--- config.mk ---
export PLATFORM = sky130hd
export DESIGN_NAME = multichannel_ema_deadband_reporter
export DESIGN_NICKNAME = d
export VERILOG_FILES = /design/src/design/medr_pkg.sv /design/src/design/medr_ram.sv /design/src/design/multichannel_ema_deadband_reporter.sv
export SDC_FILE = /design/constraint.sdc
export NUM_CORES = 1
export LEC_CHECK = 0
export BUFFER_PORTS_ARGS = -buffer_cell sky130_fd_sc_hd__buf_2
export CAP_MARGIN = 30
export CELL_PAD_IN_SITES_DETAIL_PLACEMENT = 1
export CELL_PAD_IN_SITES_GLOBAL_PLACEMENT = 2
export CORE_MARGIN = 2
export CORE_UTILIZATION = 40
export DETAILED_ROUTE_END_ITERATION = 16
export GPL_TIMING_DRIVEN = 0
export PLACE_DENSITY_LB_ADDON = 0.1
export SYNTH_ARGS = -nofsm -noshare
export SYNTH_HDL_FRONTEND = slang
export SYNTH_SLANG_ARGS = --single-unit
--- constraint.sdc ---
create_clock -name clk_i -period 12.47 [get_ports clk_i]
set_clock_uncertainty 0.05 [all_clocks]
set_input_delay 3.1175 -clock clk_i [delete_from_list [all_inputs] [get_ports clk_i]]
set_output_delay 3.1175 -clock clk_i [all_outputs]
set_load 0.02 [all_outputs]
--- src/design/medr_pkg.sv ---
package medr_pkg;

  localparam int unsigned SampleW = 12;
  localparam int unsigned RawW    = 16;
  localparam int unsigned ChanW   = 3;
  localparam int unsigned ShiftW  = 4;
  localparam int unsigned CfgIdxW = 2;
  localparam int unsigned CfgDatW = 12;

  localparam logic [CfgIdxW-1:0] REG_SMOOTHING_SHIFT  = 2'd0;
  localparam logic [CfgIdxW-1:0] REG_REPORT_THRESHOLD = 2'd1;

  localparam logic [ShiftW-1:0]  SHIFT_RESET     = 4'd3;
  localparam logic [SampleW-1:0] THRESHOLD_RESET = 12'd8;

  localparam logic OP_SAMPLE   = 1'b0;
  localparam logic OP_SNAPSHOT = 1'b1;

  typedef enum logic [1:0] {
    ST_IDLE,
    ST_UPDATE,
    ST_SNAP
  } state_e;

  typedef struct packed {
    logic [SampleW-1:0] last_rep;
    logic [SampleW-1:0] filt;
  } entry_t;

endpackage

--- src/design/medr_ram.sv ---
module medr_ram #(
  parameter int unsigned Width = 24,
  parameter int unsigned Depth = 8
) (
  input  logic                                    clk_i,
  input  logic                                    we_i,
  input  logic [((Depth > 1) ? $clog2(Depth) : 1)-1:0] waddr_i,
  input  logic [Width-1:0]                        wdata_i,
  input  logic                                    re_i,
  input  logic [((Depth > 1) ? $clog2(Depth) : 1)-1:0] raddr_i,
  output logic [Width-1:0]                        rdata_o
);

  logic [Width-1:0] mem [Depth];
  logic [Width-1:0] rdata_q;

  always_ff @(posedge clk_i) begin
    if (we_i) begin
      mem[waddr_i] <= wdata_i;
    end
    if (re_i) begin
      rdata_q <= mem[raddr_i];
    end
  end

  assign rdata_o = rdata_q;

endmodule

--- src/design/multichannel_ema_deadband_reporter.sv ---
// Channel   Direction  Handshake                Payload
// in        input      in_valid_i / in_stall_o  op_i, channel_i, sample_i
// out       output     out_valid_o / out_stall_i out_channel_o, filtered_value_o,
//                                                from_snapshot_o, last_of_run_o
// cfg       input      cfg_valid_i / cfg_ready_o cfg_index_i, cfg_data_i
//
// A sample first reads its channel entry from the state RAM, then updates it and writes
// it back. A snapshot reads the first RAM entry and then works through the entries in turn.
// A sample for a channel of CHANNELS or above is accepted while idle and has no effect.
// Reset clears the state, the snapshot index, the output valid and the primed flags and
// loads the default shift and threshold; a snapshot reports unprimed channels as zero.
// A stalled output holds the block in place until the transfer completes.
module multichannel_ema_deadband_reporter import medr_pkg::*; #(
  parameter int unsigned CHANNELS = 8
) (
  input  logic               clk_i,
  input  logic               rst_ni,
  input  logic               in_valid_i,
  output logic               in_stall_o,
  input  logic               op_i,
  input  logic [ChanW-1:0]   channel_i,
  input  logic [RawW-1:0]    sample_i,
  output logic               out_valid_o,
  input  logic               out_stall_i,
  output logic [ChanW-1:0]   out_channel_o,
  output logic [SampleW-1:0] filtered_value_o,
  output logic               from_snapshot_o,
  output logic               last_of_run_o,
  input  logic               cfg_valid_i,
  output logic               cfg_ready_o,
  input  logic [CfgIdxW-1:0] cfg_index_i,
  input  logic [CfgDatW-1:0] cfg_data_i
);

  localparam int unsigned IdxW = (CHANNELS > 1) ? $clog2(CHANNELS) : 1;
  localparam logic [IdxW-1:0] LastIdx = IdxW'(CHANNELS - 1);

  state_e state_q, state_d;

  logic [ShiftW-1:0]  shift_q;
  logic [SampleW-1:0] thresh_q;

  logic [CHANNELS-1:0] primed_q, primed_d;
  logic [IdxW-1:0]     idx_q, idx_d;
  logic [IdxW-1:0]     ch_q, ch_d;
  logic [SampleW-1:0]  x_q, x_d;

  logic               out_valid_q, out_valid_d;
  logic [ChanW-1:0]   out_ch_q, out_ch_d;
  logic [SampleW-1:0] out_val_q, out_val_d;
  logic               out_snap_q, out_snap_d;
  logic               out_last_q, out_last_d;
  logic               out_load;
  logic               out_free;

  logic            ram_we, ram_re;
  logic [IdxW-1:0] ram_waddr, ram_raddr;
  entry_t          ram_wdata, ram_rdata;

  logic                in_accept;
  logic                ch_ok;
  logic [IdxW-1:0]     ch_idx;
  logic signed [12:0]  diff;
  logic signed [12:0]  step;
  logic [SampleW-1:0]  y_new;
  logic [SampleW-1:0]  delta;
  logic                report;
  logic [SampleW-1:0]  snap_val;

  medr_ram #(
    .Width($bits(entry_t)),
    .Depth(CHANNELS)
  ) u_state_ram (
    .clk_i  (clk_i),
    .we_i   (ram_we),
    .waddr_i(ram_waddr),
    .wdata_i(ram_wdata),
    .re_i   (ram_re),
    .raddr_i(ram_raddr),
    .rdata_o(ram_rdata)
  );

  assign in_stall_o  = (state_q != ST_IDLE);
  assign in_accept   = in_valid_i && !in_stall_o;
  assign cfg_ready_o = 1'b1;
  assign out_free    = !out_valid_q || !out_stall_i;
  assign ch_ok       = 32'(channel_i) < CHANNELS;
  assign ch_idx      = IdxW'(channel_i);

  assign diff   = $signed({1'b0, x_q}) - $signed({1'b0, ram_rdata.filt});
  assign step   = diff >>> shift_q;
  assign y_new  = ram_rdata.filt + step[SampleW-1:0];
  assign delta  = (y_new > ram_rdata.last_rep) ? (y_new - ram_rdata.last_rep)
                                               : (ram_rdata.last_rep - y_new);
  assign report = delta > thresh_q;

  assign snap_val = primed_q[idx_q] ? ram_rdata.filt : '0;

  always_comb begin
    state_d = state_q;
    unique case (state_q)
      ST_IDLE: begin
        if (in_accept) begin
          if (op_i == OP_SNAPSHOT) begin
            state_d = ST_SNAP;
          end else if (ch_ok) begin
            state_d = ST_UPDATE;
          end
        end
      end
      ST_UPDATE: begin
        if (out_free) begin
          state_d = ST_IDLE;
        end
      end
      ST_SNAP: begin
        if (out_free && (idx_q == LastIdx)) begin
          state_d = ST_IDLE;
        end
      end
      default: state_d = ST_IDLE;
    endcase
  end

  always_comb begin
    primed_d   = primed_q;
    idx_d      = idx_q;
    ch_d       = ch_q;
    x_d        = x_q;
    ram_we     = 1'b0;
    ram_re     = 1'b0;
    ram_waddr  = ch_q;
    ram_raddr  = ch_idx;
    ram_wdata  = '{last_rep: x_q, filt: x_q};
    out_load   = 1'b0;
    out_ch_d   = ChanW'(ch_q);
    out_val_d  = y_new;
    out_snap_d = 1'b0;
    out_last_d = 1'b1;
    unique case (state_q)
      ST_IDLE: begin
        if (in_accept) begin
          ch_d   = ch_idx;
          x_d    = sample_i[SampleW-1:0];
          idx_d  = '0;
          ram_re = (op_i == OP_SNAPSHOT) || ch_ok;
          if (op_i == OP_SNAPSHOT) begin
            ram_raddr = '0;
          end
        end
      end
      ST_UPDATE: begin
        if (out_free) begin
          ram_we = 1'b1;
          if (!primed_q[ch_q]) begin
            primed_d[ch_q] = 1'b1;
          end else begin
            ram_wdata.filt     = y_new;
            ram_wdata.last_rep = report ? y_new : ram_rdata.last_rep;
            out_load           = report;
          end
        end
      end
      ST_SNAP: begin
        if (out_free) begin
          ram_we     = 1'b1;
          ram_waddr  = idx_q;
          ram_wdata  = '{last_rep: snap_val, filt: snap_val};
          out_load   = 1'b1;
          out_ch_d   = ChanW'(idx_q);
          out_val_d  = snap_val;
          out_snap_d = 1'b1;
          out_last_d = (idx_q == LastIdx);
          if (idx_q != LastIdx) begin
            idx_d     = idx_q + IdxW'(1);
            ram_re    = 1'b1;
            ram_raddr = idx_q + IdxW'(1);
          end
        end
      end
      default: ;
    endcase
  end

  assign out_valid_d = out_load || (out_valid_q && out_stall_i);

  always_ff @(posedge clk_i or negedge rst_ni) begin
    if (!rst_ni) begin
      state_q     <= ST_IDLE;
      primed_q    <= '0;
      idx_q       <= '0;
      out_valid_q <= 1'b0;
      shift_q     <= SHIFT_RESET;
      thresh_q    <= THRESHOLD_RESET;
    end else begin
      state_q     <= state_d;
      primed_q    <= primed_d;
      idx_q       <= idx_d;
      out_valid_q <= out_valid_d;
      if (cfg_valid_i && cfg_ready_o) begin
        if (cfg_index_i == REG_SMOOTHING_SHIFT) begin
          shift_q <= cfg_data_i[ShiftW-1:0];
        end else if (cfg_index_i == REG_REPORT_THRESHOLD) begin
          thresh_q <= cfg_data_i[SampleW-1:0];
        end
      end
    end
  end

  always_ff @(posedge clk_i) begin
    ch_q <= ch_d;
    x_q  <= x_d;
    if (out_load) begin
      out_ch_q   <= out_ch_d;
      out_val_q  <= out_val_d;
      out_snap_q <= out_snap_d;
      out_last_q <= out_last_d;
    end
  end

  assign out_valid_o      = out_valid_q;
  assign out_channel_o    = out_ch_q;
  assign filtered_value_o = out_val_q;
  assign from_snapshot_o  = out_snap_q;
  assign last_of_run_o    = out_last_q;

endmodule

# Word-level counts from Yosys, hierarchy flattened
# Memories as Yosys holds them, arrays and structs flattened. A register that Yosys moved wholly into a read port is not among the register bits.
# Cells that the tools add are included.
[word_totals]
reg_bits = 62
mem_bits_rw = 192
out_inout_bits = 20
mem_count = 1
[mem_list]
columns = ["memory", "depth", "width", "read_ports", "rd_ports_with_merged_regs", "write_ports", "line", "rtl"]
rows = [
  ["u_state_ram.mem", 8, 24, 1, 1, 1, "medr_ram.sv:14", "logic [Width-1:0] mem [Depth];"],
]
[op_classes]
n_addsub = 5
order_cmp = 5
n_eq_ne = 10
shift = 1
muxes = 42
bitwise_logic = 3
n_reduce_logical = 21
[op_table]
columns = ["cell", "count"]
rows = [
  ["$mux W24", 3],
  ["$mux W12", 5],
  ["$pmux W24 S2", 1],
  ["$mux W3", 9],
  ["$gt A12 B12 Y1", 2],
  ["$sub A12 B12 Y12", 2],
  ["$sshr A13 B4 Y12", 1],
  ["$sub A12 B12 Y13", 1],
  ["$add A12 B12 Y12", 1],
  ["$mux W1", 12],
  ["$pmux W3 S2", 2],
  ["$ne A2 B2 Y1 const B", 5],
  ["$reduce_and A3 Y1", 3],
  ["$lt A3 B4 Y1 const B", 2],
  ["$mux W2", 4],
  ["$or A8 B8 Y8", 1],
  ["$bmux W1 S3", 2],
  ["$pmux W2 S3", 1],
  ["$reduce_and A2 Y1", 3],
  ["$eq A2 B1 Y1 const B", 2],
  ["$logic_and A1 B1 Y1", 4],
  ["$logic_not A2 Y1", 2],
  ["$pmux W1 S2", 2],
  ["$reduce_and A4 Y1", 1],
  ["other kinds (11)", 16],
]

# Depth between registers and ports, before layout
[logic_depth]
word_depth = 10
ltp_mapped = 45
ltp_nobuf = 42

# Cells and area by module
# From an unflattened synthesis, not the netlist that was laid out.
[hier_totals]
hier_cells = 1064
hier_area_um2 = 14406.3
[modules_own_cells]
columns = ["module", "instances", "cells_each", "area_each_um2", "seq_area_each_um2"]
rows = [
  ["medr_ram", 1, 314, 8037.7, 6486.2],
  ["multichannel_ema_deadband_reporter", 1, 750, 6368.6, 1715.4],
]

# Worst setup path after synthesis
# No wires, ideal clock.
[synth_path]
path_type = "reg2reg"
startpoint = "register x_q[4]"
endpoint = "memory u_state_ram.mem[0][13] (data pin)"
setup_time_ns = 0.265
arrival_ns = 8.520
required_time_ns = 12.155
path_slack_ns = 3.635
stages_incl_launch_ff = 41
n_path_buf = 1
cell_sequence = "edfxtp_1 ha_1 a211oi_1 and2b_1 a211oi_2 a211o_2 xnor2_2 mux2_4 mux2_4 a21oi_1 o21a_1 ha_1 inv_1 fa_1 nor2b_1 o21ai_0 a21boi_0 o311a_1 [5 not listed] a211o_1 a21oi_1 a21o_1 mux2_2 a31o_2 a21o_1 xor2_1 ha_1 a21oi_1 o22ai_1 nor2_1 o21ai_0 a211oi_1 o21bai_1 buf_2 mux2i_1 a21oi_1 o21ai_0"
[synth_lines]
columns = ["element", "line", "rtl"]
rows = [
  ["start, declared", "multichannel_ema_deadband_reporter.sv:46", "logic [SampleW-1:0] x_q, x_d;"],
  ["start signal, assigned", "multichannel_ema_deadband_reporter.sv:212", "x_q <= x_d;"],
  ["end, declared", "medr_ram.sv:14", ""],
]

==> impl_metrics.toml <==
[status]
status = "finished clean"

[yosys]
synth-main-ff-cell = "edfxtp_1"
syn_avg_cell_area_um2 = 11.3
netlist_area_mm2 = 0.0145
synth_cell_type_count = 76
ys_async_sr_fraction = 0.108
yosysSeqAreaShare = 0.566
yosys_warnings = 0
syn_nets = 1393
synth_cells = 1286
synth_edf_count = 248
synth-seq-cells = 278

[critical_path]
crit_path_max_incr_delay_ps = 740
path_common_cell = "a21oi_1"
cp_slowest_cell = "o21ai_0"
crit_family = "compound AO/OA/AOI/OAI gates"
r2r_cells = 41
endpoint_kind = "flop"
r2r-end = "u_state_ram.mem[0][13]$_DFFE_PP_"
cp.required_ps = 12680
path_class = "reg -> reg"
worstPathMaxFanout = 10
cp.buffers_inverters = 3
start_kind = "flop"
r2r_start = "x_q[4]$_DFFE_PP_"
r2r_slack_ps = 1750
crit_arrival_ps = 10940

[timing]
finalCriticalPeriod_ps = 10720
maxSlewViolCount = 0
final.setup.tns_ps = 0
rsz0062_at_grt = "false"
finalCritPeriodShare = 0.860
fmax_mhz = 93.3
maxSlewHeadroom = 0.384
tightest_slew_ps = 915
hold_viol = 0
setup_viol = 0

[detailed_routing]
firstDrtPassIters = 7
drt_iter0_drc = 555
drt-total-wl_um = 42700
wire_per_inst_um = 22.9
drc_errors = 0
vias_per_cell = 5.56
dr_total_vias = 10400
ant_nets = 0

[clocking]
cts_setup_buffers = 0
ctsHoldBuffers = 0
cts.path.max_buffers = 3
clkTransAtPathRegs_ps = 60
cts.repair.resized = 0
cts_sinks = 278
htree_num_levels = 1
cts_root_buf = "clkbuf_16"
cts_tree = "built"
cts_buffers = 31
clk_latency_ps = 600

[global_routing]
gr-total-overflow = 0
grt_pass1_vias = 10900
grtUsageTotal = 0.228
antenna_found_initial = 0
grt_first_pass_wirelength_um = 65700
grt_max_degree = 31

[die]
die_x_um = 194
dieArea_mm2 = 0.0378
die_y_um = 194
ioPinCount = 59
rows = 69
coreArea_mm2 = 0.0357
start_util = 0.406

[hold_path]
hold_class = "reg -> reg"
min_delay_path_depth = 1
whs_endpoint = "primed_q[0]$_DFFE_PN0P_"
min_from = "primed_q[0]$_DFFE_PN0P_"

[cells_and_area]
layout.nets = 1495
syn_to_final_growth_pct = 13.6
n_antenna_cell = 0
layout-drive-gt1-share = 0.141
fin_util = 0.462
nFillCells = 3866
fin_area_mm2 = 0.0165

[placed_design]
dp_hpwl_um = 32200
placed_area_mm2 = 0.0155
port_buffers = 53
place.gp.congestion = 0.870

[job]
cap_violations = 0
## per-stage QoR
| step | setup slack [ps] | hold WS (ps) | std cells |
|---|---|---|---|
| floorplan | 3630 | 387 | 1286 |
| global placement | 1530 | 419 | 1800 |
| detailed placement | 1670 | 423 | 1813 |
| CTS | 1650 | 440 | 1867 |
| global route | 689 | 471 | 1870 |
| finish | 1750 | 447 | 1870 |
## final cells by class
class	instances	area, um2	share of cell area
Buffer	62	282	0.0171
Clock buffer	40	810	0.0492
Clock inverter	14	106	0.00646
Inverter	79	297	0.0180
Multi-Input combinational cell	867	5760	0.350
Sequential cell	278	8200	0.498
Tap cell	461	577	0.0350
Timing Repair Buffer	69	424	0.0258
## synthesized netlist by cell type (9+ instances only)
cell type  number  area share
nand3_1        60       0.021
nor2_1         52       0.013
mux2_2         16       0.012
dfrtp_1        27       0.047
clkbuf_1       39       0.010
o21ai_0        65       0.022
a21oi_1        50       0.017
buf_2          11      0.0038
o21a_1         13      0.0067
nand2b_1       10      0.0043
and2_1         30       0.013
inv_1          78       0.020
mux2i_1        33       0.023
nor2b_1         9      0.0039
a211oi_1       35       0.018
edfxtp_1      248        0.51
o21bai_1       10      0.0052
nand2_1       212       0.055
xnor2_1        18       0.011
nor3_1         12      0.0041
a31o_2         24       0.015
a311oi_1       24       0.015
ha_1           64       0.055
## placed cells by master, fill, tap and decap left out, drive strengths merged, types with 7 or more instances in the layout
master / netlist / final
a211oi: 36 / 36
a21o: 8 / 8
a21oi: 51 / 51
a22o: 7 / 7
a311oi: 24 / 24
a31o: 26 / 26
and2: 30 / 30
buf: 22 / 90
clkbuf: 40 / 81
clkinv: 0 / 11
dfrtp: 27 / 27
edfxtp: 248 / 248
ha: 64 / 64
inv: 79 / 80
mux2: 20 / 20
mux2i: 33 / 33
nand2: 212 / 212
nand2b: 10 / 10
nand3: 60 / 60
nor2: 52 / 52
nor2b: 9 / 9
nor3: 12 / 12
o21a: 13 / 13
o21ai: 73 / 73
o21bai: 10 / 10
xnor2: 19 / 19
xor2: 7 / 7
## worst max path at each step
stage / start / end / slack [ps] / cells past startpoint
2_1_floorplan: x_q[4]$_DFFE_PP_ / u_state_ram.mem[0][13]$_DFFE_PP_ / 3630 / 40
3_3_place_gp: x_q[4]$_DFFE_PP_ / u_state_ram.mem[4][22]$_DFFE_PP_ / 1530 / 40
3_5_place_dp: x_q[4]$_DFFE_PP_ / u_state_ram.mem[2][13]$_DFFE_PP_ / 1670 / 40
4_1_cts: x_q[4]$_DFFE_PP_ / u_state_ram.mem[0][13]$_DFFE_PP_ / 1650 / 41
5_1_grt: x_q[4]$_DFFE_PP_ / u_state_ram.mem[3][13]$_DFFE_PP_ / 690 / 39
6_report: x_q[4]$_DFFE_PP_ / u_state_ram.mem[0][13]$_DFFE_PP_ / 1750 / 41
## state kept, by name (all words and copies together) (netlist names)
| signal | count |
|---|---|
| shift_q | 4 |
| out_channel_o | 3 |
| u_state_ram.mem | 192 |
| out_valid_o | 1 |
| last_of_run_o | 1 |
| thresh_q | 12 |
| ch_q | 3 |
| idx_q | 3 |
| u_state_ram.rdata_o | 24 |
| from_snapshot_o | 1 |
| state_q | 2 |
| filtered_value_o | 12 |
| primed_q | 8 |
| x_q | 12 |
## cells by family after synthesis
family | count (synthesis) | synth area share
AOI/OAI and AO/OA | 300 | 0.144
xor gates and xnor gates | 26 | 0.0162
adders and majority gates | 68 | 0.0608
buffers and inverters | 141 | 0.0399
DFF | 278 | 0.566
muxes | 56 | 0.0440
other | 1 | 0.000259
and+or+nand+nor | 416 | 0.129
## layer usage
layer	share of wire	global-route usage
met2	0.49	0.398
met3	0.031	0.0257
met5	0	0
met1	0.45	0.301
met4	0.028	0.0655
Power is not shown: default switching activity piles up to over one toggle a cycle in this logic, so the estimate is an artifact.
